[src/mra_pkg.sv]
`timescale 1ns / 1ps

package mra_pkg;

    // Field widths fixed by the interface.
    localparam int TIME_IN_BITS = 32;
    localparam int CFG_BITS     = 5;
    localparam int ROOM_OUT_BITS = 4;
    localparam int COUNT_BITS   = 20;

    localparam logic [CFG_BITS-1:0]   CFG_RESET = 5'd16;
    localparam logic [COUNT_BITS-1:0] COUNT_MAX = {COUNT_BITS{1'b1}};

    // Sequencer states.
    typedef enum logic [2:0] {
        ST_IDLE,
        ST_SCAN,
        ST_SCAN_WAIT,
        ST_PICK,
        ST_APPLY,
        ST_COUNT,
        ST_COUNT_WAIT,
        ST_FINISH
    } t_state;

endpackage

[src/meeting_room_allocator.sv]
// Meeting room allocator. Meetings come in one beat at a time on the input channel, in
// nondecreasing start order, and each beat yields exactly one result beat with the room the
// meeting was given and the room that has taken the most bookings so far (lowest index on
// ties). A meeting takes the lowest-numbered room that is free at its start time; when every
// room is busy it takes the room that frees up first and is pushed back so that it keeps its
// duration. Busy-until times and booking counts saturate. After the result for a beat that
// has last_meeting set, all rooms return to empty. The number of rooms taking part is set
// through the configuration port (zero counts as one, values above ROOMS count as ROOMS) and
// must only be written while the block is idle. The room table lives in a single-ported
// memory that is swept once over the rooms taking part, one room per cycle, to find the
// room, then the chosen room is read and updated, and then the table is swept a second
// time to find the busiest room. The input ready is low while a meeting is worked on; a
// finished result sits in an output register, so the next meeting can be taken while it
// waits to be read. No clearing pass follows reset: each room has a valid bit that reset
// and the end of a batch clear at once.
`timescale 1ns / 1ps

module meeting_room_allocator #(
    parameter int ROOMS     = 16,
    parameter int TIME_BITS = 40
) (
    input  logic        i_clk,
    input  logic        i_rst_n,
    // Configuration write port.
    input  logic        i_cfg_we,
    input  logic [mra_pkg::CFG_BITS-1:0] i_cfg_data,
    // Input channel.
    input  logic        i_in_valid,
    output logic        o_in_ready,
    input  logic [mra_pkg::TIME_IN_BITS-1:0] i_start_time,
    input  logic [mra_pkg::TIME_IN_BITS-1:0] i_end_time,
    input  logic        i_last_meeting,
    // Output channel.
    output logic        o_out_valid,
    input  logic        i_out_ready,
    output logic [mra_pkg::ROOM_OUT_BITS-1:0] o_assigned_room,
    output logic [mra_pkg::ROOM_OUT_BITS-1:0] o_busiest_room,
    output logic        o_batch_done
);

    // Room index width, and the width of a count that can hold ROOMS itself.
    localparam int IDX_W  = (ROOMS > 1) ? $clog2(ROOMS) : 1;
    localparam int CNT_W  = $clog2(ROOMS + 1);
    // Width used for time sums and compares: wide enough for both the stored
    // times and the 32-bit start times, plus a carry bit.
    localparam int SUM_W  = ((TIME_BITS > mra_pkg::TIME_IN_BITS) ?
                             TIME_BITS : mra_pkg::TIME_IN_BITS) + 1;
    localparam int WORD_W = TIME_BITS + mra_pkg::COUNT_BITS;
    localparam logic [SUM_W-1:0] TIME_MAX = SUM_W'({TIME_BITS{1'b1}});

    // ------------------------------------------------------------------
    // Configuration register and the effective room count.
    // ------------------------------------------------------------------
    logic [mra_pkg::CFG_BITS-1:0] r_rooms_in_use;
    logic [CNT_W-1:0]             rooms_act;
    logic [CNT_W-1:0]             rooms_last;

    always_ff @(posedge i_clk) begin
        if (!i_rst_n) begin
            r_rooms_in_use <= mra_pkg::CFG_RESET;
        end else if (i_cfg_we) begin
            r_rooms_in_use <= i_cfg_data;
        end
    end

    always_comb begin
        if (r_rooms_in_use == '0) begin
            rooms_act = CNT_W'(1);
        end else if (32'(r_rooms_in_use) > ROOMS) begin
            rooms_act = CNT_W'(ROOMS);
        end else begin
            rooms_act = CNT_W'(r_rooms_in_use);
        end
        rooms_last = rooms_act - CNT_W'(1);
    end

    // ------------------------------------------------------------------
    // Sequencer.
    // ------------------------------------------------------------------
    mra_pkg::t_state r_state;
    mra_pkg::t_state n_state;

    logic [IDX_W-1:0] r_ptr;
    logic             ptr_at_last;
    logic             in_accept;
    logic             issue;      // a sweep read goes out this cycle
    logic             mem_we;
    logic             out_free;
    logic             out_load;

    assign ptr_at_last = (CNT_W'(r_ptr) == rooms_last);
    assign out_free    = !o_out_valid || i_out_ready;

    always_comb begin
        n_state = r_state;
        unique case (r_state)
            mra_pkg::ST_IDLE: begin
                if (i_in_valid) begin
                    n_state = mra_pkg::ST_SCAN;
                end
            end
            mra_pkg::ST_SCAN: begin
                if (ptr_at_last) begin
                    n_state = mra_pkg::ST_SCAN_WAIT;
                end
            end
            mra_pkg::ST_SCAN_WAIT:  n_state = mra_pkg::ST_PICK;
            mra_pkg::ST_PICK:       n_state = mra_pkg::ST_APPLY;
            mra_pkg::ST_APPLY:      n_state = mra_pkg::ST_COUNT;
            mra_pkg::ST_COUNT: begin
                if (ptr_at_last) begin
                    n_state = mra_pkg::ST_COUNT_WAIT;
                end
            end
            mra_pkg::ST_COUNT_WAIT: n_state = mra_pkg::ST_FINISH;
            mra_pkg::ST_FINISH: begin
                if (out_free) begin
                    n_state = mra_pkg::ST_IDLE;
                end
            end
            default:                n_state = mra_pkg::ST_IDLE;
        endcase
    end

    always_comb begin
        o_in_ready = (r_state == mra_pkg::ST_IDLE);
        issue      = (r_state == mra_pkg::ST_SCAN) || (r_state == mra_pkg::ST_COUNT);
        mem_we     = (r_state == mra_pkg::ST_APPLY);
        out_load   = (r_state == mra_pkg::ST_FINISH) && out_free;
    end

    assign in_accept = i_in_valid && o_in_ready;

    always_ff @(posedge i_clk) begin
        if (!i_rst_n) begin
            r_state <= mra_pkg::ST_IDLE;
        end else begin
            r_state <= n_state;
        end
    end

    // The sweep pointer restarts at the top of each sweep.
    always_ff @(posedge i_clk) begin
        if (!i_rst_n) begin
            r_ptr <= '0;
        end else if (issue && !ptr_at_last) begin
            r_ptr <= r_ptr + IDX_W'(1);
        end else begin
            r_ptr <= '0;
        end
    end

    // ------------------------------------------------------------------
    // Meeting held for the duration of the work.
    // ------------------------------------------------------------------
    logic [mra_pkg::TIME_IN_BITS-1:0] r_start;
    logic [mra_pkg::TIME_IN_BITS-1:0] r_dur;
    logic                             r_last;

    always_ff @(posedge i_clk) begin
        if (in_accept) begin
            r_start <= i_start_time;
            r_dur   <= (i_end_time > i_start_time) ? (i_end_time - i_start_time) : '0;
            r_last  <= i_last_meeting;
        end
    end

    // ------------------------------------------------------------------
    // Room table: busy-until time and booking count per room, one word per
    // room. A room whose valid bit is clear reads as empty.
    // ------------------------------------------------------------------
    logic [WORD_W-1:0] mem_rooms [ROOMS];
    logic [ROOMS-1:0]  r_room_vld;

    logic [IDX_W-1:0]  r_room;    // room chosen for this meeting
    logic [IDX_W-1:0]  rd_addr;
    logic [WORD_W-1:0] r_rd_word;
    logic              r_rd_vld;
    logic [IDX_W-1:0]  r_rd_idx;
    logic              r_rd_go;   // read data belongs to a sweep

    logic [TIME_BITS-1:0]           busy_eff;
    logic [mra_pkg::COUNT_BITS-1:0] cnt_eff;

    // The free room found in the final sweep cycle is only known after that
    // cycle, so the choice is made on the registered flags in the pick state.
    logic [IDX_W-1:0] room_pick;

    assign rd_addr = (r_state == mra_pkg::ST_PICK) ? room_pick : r_ptr;

    always_ff @(posedge i_clk) begin
        r_rd_word <= mem_rooms[rd_addr];
        r_rd_vld  <= r_room_vld[rd_addr];
        r_rd_idx  <= rd_addr;
    end

    always_ff @(posedge i_clk) begin
        if (!i_rst_n) begin
            r_rd_go <= 1'b0;
        end else begin
            r_rd_go <= issue;
        end
    end

    assign busy_eff = r_rd_vld ? r_rd_word[WORD_W-1:mra_pkg::COUNT_BITS] : '0;
    assign cnt_eff  = r_rd_vld ? r_rd_word[mra_pkg::COUNT_BITS-1:0] : '0;

    // ------------------------------------------------------------------
    // First sweep: lowest free room, and the room that frees up first.
    // ------------------------------------------------------------------
    logic                 scan_data;
    logic                 r_found;
    logic [IDX_W-1:0]     r_free_idx;
    logic [TIME_BITS-1:0] r_min_busy;
    logic [IDX_W-1:0]     r_min_idx;

    assign scan_data = r_rd_go &&
                       ((r_state == mra_pkg::ST_SCAN) || (r_state == mra_pkg::ST_SCAN_WAIT));

    always_ff @(posedge i_clk) begin
        if (!i_rst_n) begin
            r_found <= 1'b0;
        end else if (in_accept) begin
            r_found <= 1'b0;
        end else if (scan_data && !r_found &&
                     (SUM_W'(busy_eff) <= SUM_W'(r_start))) begin
            r_found <= 1'b1;
        end
    end

    always_ff @(posedge i_clk) begin
        if (scan_data && !r_found && (SUM_W'(busy_eff) <= SUM_W'(r_start))) begin
            r_free_idx <= r_rd_idx;
        end
        // Strict compare keeps the lowest index on ties.
        if (scan_data && ((r_rd_idx == '0) || (busy_eff < r_min_busy))) begin
            r_min_busy <= busy_eff;
            r_min_idx  <= r_rd_idx;
        end
        if (r_state == mra_pkg::ST_PICK) begin
            r_room <= room_pick;
        end
    end

    assign room_pick = r_found ? r_free_idx : r_min_idx;

    // ------------------------------------------------------------------
    // Update of the chosen room: one saturating add for the new busy time
    // and a saturating increment of its booking count.
    // ------------------------------------------------------------------
    logic [SUM_W-1:0]               time_base;
    logic [SUM_W-1:0]               time_sum;
    logic [TIME_BITS-1:0]           busy_new;
    logic [mra_pkg::COUNT_BITS-1:0] cnt_new;

    always_comb begin
        time_base = r_found ? SUM_W'(r_start) : SUM_W'(busy_eff);
        time_sum  = time_base + SUM_W'(r_dur);
        busy_new  = (time_sum >= TIME_MAX) ? TIME_MAX[TIME_BITS-1:0] : time_sum[TIME_BITS-1:0];
        cnt_new   = (cnt_eff == mra_pkg::COUNT_MAX) ? cnt_eff
                                                    : cnt_eff + mra_pkg::COUNT_BITS'(1);
    end

    always_ff @(posedge i_clk) begin
        if (mem_we) begin
            mem_rooms[r_room] <= {busy_new, cnt_new};
        end
    end

    always_ff @(posedge i_clk) begin
        if (!i_rst_n) begin
            r_room_vld <= '0;
        end else if (out_load && r_last) begin
            r_room_vld <= '0;
        end else if (mem_we) begin
            r_room_vld[r_room] <= 1'b1;
        end
    end

    // ------------------------------------------------------------------
    // Second sweep: busiest room after the update.
    // ------------------------------------------------------------------
    logic                           count_data;
    logic [mra_pkg::COUNT_BITS-1:0] r_best_cnt;
    logic [IDX_W-1:0]               r_best_idx;

    assign count_data = r_rd_go &&
                        ((r_state == mra_pkg::ST_COUNT) || (r_state == mra_pkg::ST_COUNT_WAIT));

    always_ff @(posedge i_clk) begin
        if (count_data && ((r_rd_idx == '0) || (cnt_eff > r_best_cnt))) begin
            r_best_cnt <= cnt_eff;
            r_best_idx <= r_rd_idx;
        end
    end

    // ------------------------------------------------------------------
    // Output register.
    // ------------------------------------------------------------------
    logic                               r_out_valid;
    logic [mra_pkg::ROOM_OUT_BITS-1:0]  r_out_room;
    logic [mra_pkg::ROOM_OUT_BITS-1:0]  r_out_best;
    logic                               r_out_done;
    logic [31:0]                        room_w;
    logic [31:0]                        best_w;

    assign room_w = 32'(r_room);
    assign best_w = 32'(r_best_idx);

    always_ff @(posedge i_clk) begin
        if (!i_rst_n) begin
            r_out_valid <= 1'b0;
        end else if (out_load) begin
            r_out_valid <= 1'b1;
        end else if (i_out_ready) begin
            r_out_valid <= 1'b0;
        end
    end

    always_ff @(posedge i_clk) begin
        if (out_load) begin
            r_out_room <= room_w[mra_pkg::ROOM_OUT_BITS-1:0];
            r_out_best <= best_w[mra_pkg::ROOM_OUT_BITS-1:0];
            r_out_done <= r_last;
        end
    end

    assign o_out_valid     = r_out_valid;
    assign o_assigned_room = r_out_room;
    assign o_busiest_room  = r_out_best;
    assign o_batch_done    = r_out_done;

endmodule

[config.mk]
export PLATFORM = sky130hd
export DESIGN_NAME = meeting_room_allocator
export DESIGN_NICKNAME = d
export VERILOG_FILES = /design/src/mra_pkg.sv /design/src/meeting_room_allocator.sv
export SDC_FILE = /design/constraint.sdc
export NUM_CORES = 2
export LEC_CHECK = 0
export ABC_AREA = 1
export BUFFER_PORTS_ARGS = -buffer_cell sky130_fd_sc_hd__buf_2
export CAP_MARGIN = 20
export CELL_PAD_IN_SITES_DETAIL_PLACEMENT = 1
export CELL_PAD_IN_SITES_GLOBAL_PLACEMENT = 2
export CORE_AREA = 2 2 363 365
export DETAILED_ROUTE_END_ITERATION = 10
export DIE_AREA = 0 0 365 367
export GPL_TIMING_DRIVEN = 0
export PLACE_DENSITY = 0.84
export SYNTH_ARGS = -nofsm -noshare
export SYNTH_HDL_FRONTEND = slang
export SYNTH_SLANG_ARGS = --single-unit
[constraint.sdc]
create_clock -name i_clk -period 5.6 [get_ports i_clk]
set_clock_uncertainty 0.1 [all_clocks]
set_input_delay 1.4 -clock i_clk [delete_from_list [all_inputs] [get_ports i_clk]]
set_output_delay 1.4 -clock i_clk [all_outputs]
set_load 0.01 [all_outputs]
==> run metrics <==
cts bufs inserted=between 100 and 150; Max VDD drop=roughly 0.32 mV; synthesized net count=~5500; beginning of the worst hold path=r_best_idx[2]; Post-route DRC=0; post-synthesis mux area share=0%; initial core utilization=42.6%; first-pass GRT wire length=287000 um; Seq cells post-synth=~1200; Overall Power=22.3 mW; compound-cell area share of the yosys netlist=~10%; Worst R2R Path Depth=21; RSZ-0062 raised after global routing=yes; Post-Synth Adder-Cell Area=3.63%; status=completed; DRT iter0 DRCs=about 4900; ANT nets after route=0; die span in y=367 um; async set or reset register ratio after synthesis=0%; leakage=roughly 26 nW; maximum clock path buffer count=3; Setup TNS Final=0 ns; ys flop type=edfxtp_1; EDFF count, synth=1110; initial antenna violation count=8; Synth Area in XOR/XNOR=less than 1%; WP data required=around 5.8 ns; Critical R2R Launch=r_rd_vld; WL final=approximately 200000 um; hold depth=0; total gr overflow=0; Vias/cell=roughly 5.6; Final Hold Viols=0; Post-Syn Area=approximately 0.056 mm2; Tmin final=roughly 5.5 ns; worst path arrival time=~5.7 ns; Netlist cell types=55; Wirelength per Cell=approximately 27 um; via count=41800; Worst-Skew Late Latency=about 0.78 ns; Die Wd=between 300 and 400 um; critical path launch point type=flip-flop; dpl hpwl=142000 um; Slew @ Worst Pin=between 1 and 1.5 ns; CTS Sinks=1206; Root Driver=clkbuf_16; number of H-tree levels=4; Cell Pwr Density=~350 mW/mm2; R2R setup slack=between 0.06 and 0.07 ns; Rows=133; clk slew on worst S/H paths=approximately 0.070 ns; Top Ports=86; vias in the first global route=about 42000; fillers=about 14000; Critical Path Sink Type=flip-flop; Syn-to-layout area delta=15.3%; final RePlAce weighted congestion=a little under 0.9; crit path kind=flip-flop to flip-flop; Hold Path Sink=o_busiest_room[2]; Seq/Total Area, Yosys=approximately 63%; Post-Synth Simple-Gate Area=about 14%; critical path fanouts, max=19; largest family of logic cells by synthesized area=simple AND/OR/NAND/NOR gates; max_cap viols=0; final hold slack=around 0.32 ns; Mapped Cells=around 5300; postcts setup bufs=0; Port Buffer Count=84; Die ar.=around 0.13 mm2; min-delay worst type=flip-flop to flip-flop; Max Fclk=between 150 and 200 MHz; Core ar.=between 0.1 and 0.15 mm2; TritonCTS clock tree=done; DRT Pass-1 Iters=6; Final Slew Violations=0; layout cells sized above 1=roughly 10%; final setup violation count=0; largest net degree at the start of global routing=47; R2R Path End=mem_rooms[1][45]; Syn Area/Cell=~11 um2; nets=around 5800; Tot GR Track Use=29.5%; final worst path period share=98.8%; CTS Hold Bufs=0; yosys warns=0; Max transition margin=approximately 15%
## through the flow
stage	cell area, um2	setup WS (ns)	instances	util, %
floorplan	55600	0.622	5260	-
global placement	58200	-3.02	7099	44.6
detailed placement	59600	-0.586	7167	45.7
CTS	63900	0.0623	7405	49.0
global route	64100	-0.199	7408	49.1
finish	64100	0.0657	7410	49.1
## final cells by class
cell class | count | area, um2 | area share (%)
flip-flops and latches | 1206 | 35300 | 55.0
clock inverters | 63 | 592 | 0.924
multi-input cells | 2894 | 16100 | 25.1
inverters | 930 | 3490 | 5.45
repair buffers | 155 | 1680 | 2.63
plain buffers | 229 | 1100 | 1.71
diodes | 2 | 5.00 | 0.00781
well taps | 1755 | 2200 | 3.43
clock buffers | 176 | 3650 | 5.70
## registers in the layout, indices dropped and copies added, names as in the netlist, 5 cells and up
register	flops
r_start	32
r_best_cnt	20
r_room_vld	16
mem_rooms	960
r_min_busy	40
r_dur	32
r_rd_word	60
r_rooms_in_use	5
## placed cells by master, fill, tap and decap left out, types with 16 or more instances in the layout
master	count
nand2_1	1135
edfxtp_1	1110
inv_1	924
o211ai_1	387
nand3_1	311
a21oi_1	220
buf_2	218
nor2_1	215
o21ai_0	165
ha_1	158
clkbuf_16	135
clkbuf_1	99
dfxtp_1	96
o221ai_1	59
buf_12	43
xor2_1	28
nor3_1	25
clkinv_1	25
nand4_1	22
nand3_2	20
buf_6	19
nor2_4	18
nand3_4	17
clkinv_2	16
## cells in the mapped netlist, types with 8 or more instances
cell type	n	share of area, %
nand2_1	1135	7.7
dfxtp_1	96	3.5
nor3_1	25	0.23
o221ai_1	59	0.93
nand4_1	22	0.25
nand3b_1	12	0.16
nand3_1	324	2.9
or2_2	8	0.090
nor2_1	231	1.6
buf_2	132	1.2
o21ai_0	166	1.5
nand3_2	23	0.41
ha_1	158	3.6
xnor2_1	11	0.17
buf_1	15	0.10
buf_6	8	0.16
inv_1	925	6.2
a21oi_1	222	2.0
edfxtp_1	1110	60
clkbuf_1	74	0.50
xor2_1	29	0.46
o211ai_1	387	5.2
a211oi_1	9	0.12
## timing repair
action,CTS,global route
gates resized for setup,17,20
pin swaps,0,0
endpoints found under the hold margin,0,0
endpoints found under the setup margin,684,640
## power by group
| part | switching [mW] | internal, mW | total [mW] |
|---|---|---|---|
| logic | 2.41 | 0.748 | 3.15 |
| clock network | 3.72 | 4.97 | 8.69 |
| registers | 0.0879 | 10.4 | 10.5 |
| total | 6.21 | 16.1 | 22.3 |
## cell families (layout without fill, tap and decap cells)
family,Yosys count,count (layout)
flops,1206,1206
other cells,0,2
simple gates,1812,1812
fa+ha+maj,160,160
xor+xnor,40,40
compound gates,882,882
buf+inv,1160,1553
## layer usage
layer / global-route usage, % / wire, um / vias to the layer above
met1: 40.4 / 83100 / 21000
met2: 47.1 / 92300 / 1772
met5: 0 / 0 / -
met4: 11.9 / 8030 / 0
met3: 4.45 / 15000 / 379
li1: - / - / 18600
## worst max-delay path, cell delays in order, from the launching register on
cell and delay (ns):
dfxtp_1 0.32, buf_6 0.22, buf_6 0.27, buf_4 0.42, nand2_1 0.20, o21ai_0 0.24, ha_1 0.29, inv_1 0.08
fa_1 0.40, inv_1 0.13, nand3_1 0.10, nand2_1 0.13, nand3_1 0.12, nand3_1 0.25, nand3_1 0.18, nand3_1 0.13
and2_1 0.15, xor2_1 0.29, nor2_1 0.10, nand3_2 0.17, buf_6 0.17, nand3_1 0.53
## worst max path at each step
stage                         from           endpoint  cells past startpoint
final                     r_rd_vld   mem_rooms[1][45]                     21
after global routing      r_rd_vld  mem_rooms[14][46]                     21
after CTS                  r_found   mem_rooms[9][48]                     21
after detailed placement  r_rd_vld  mem_rooms[10][53]                     24
after global placement    r_rd_vld     r_min_busy[33]                     15
after floorplan           r_rd_vld      r_min_busy[0]                     17
Power figures use the tool's default switching activity.
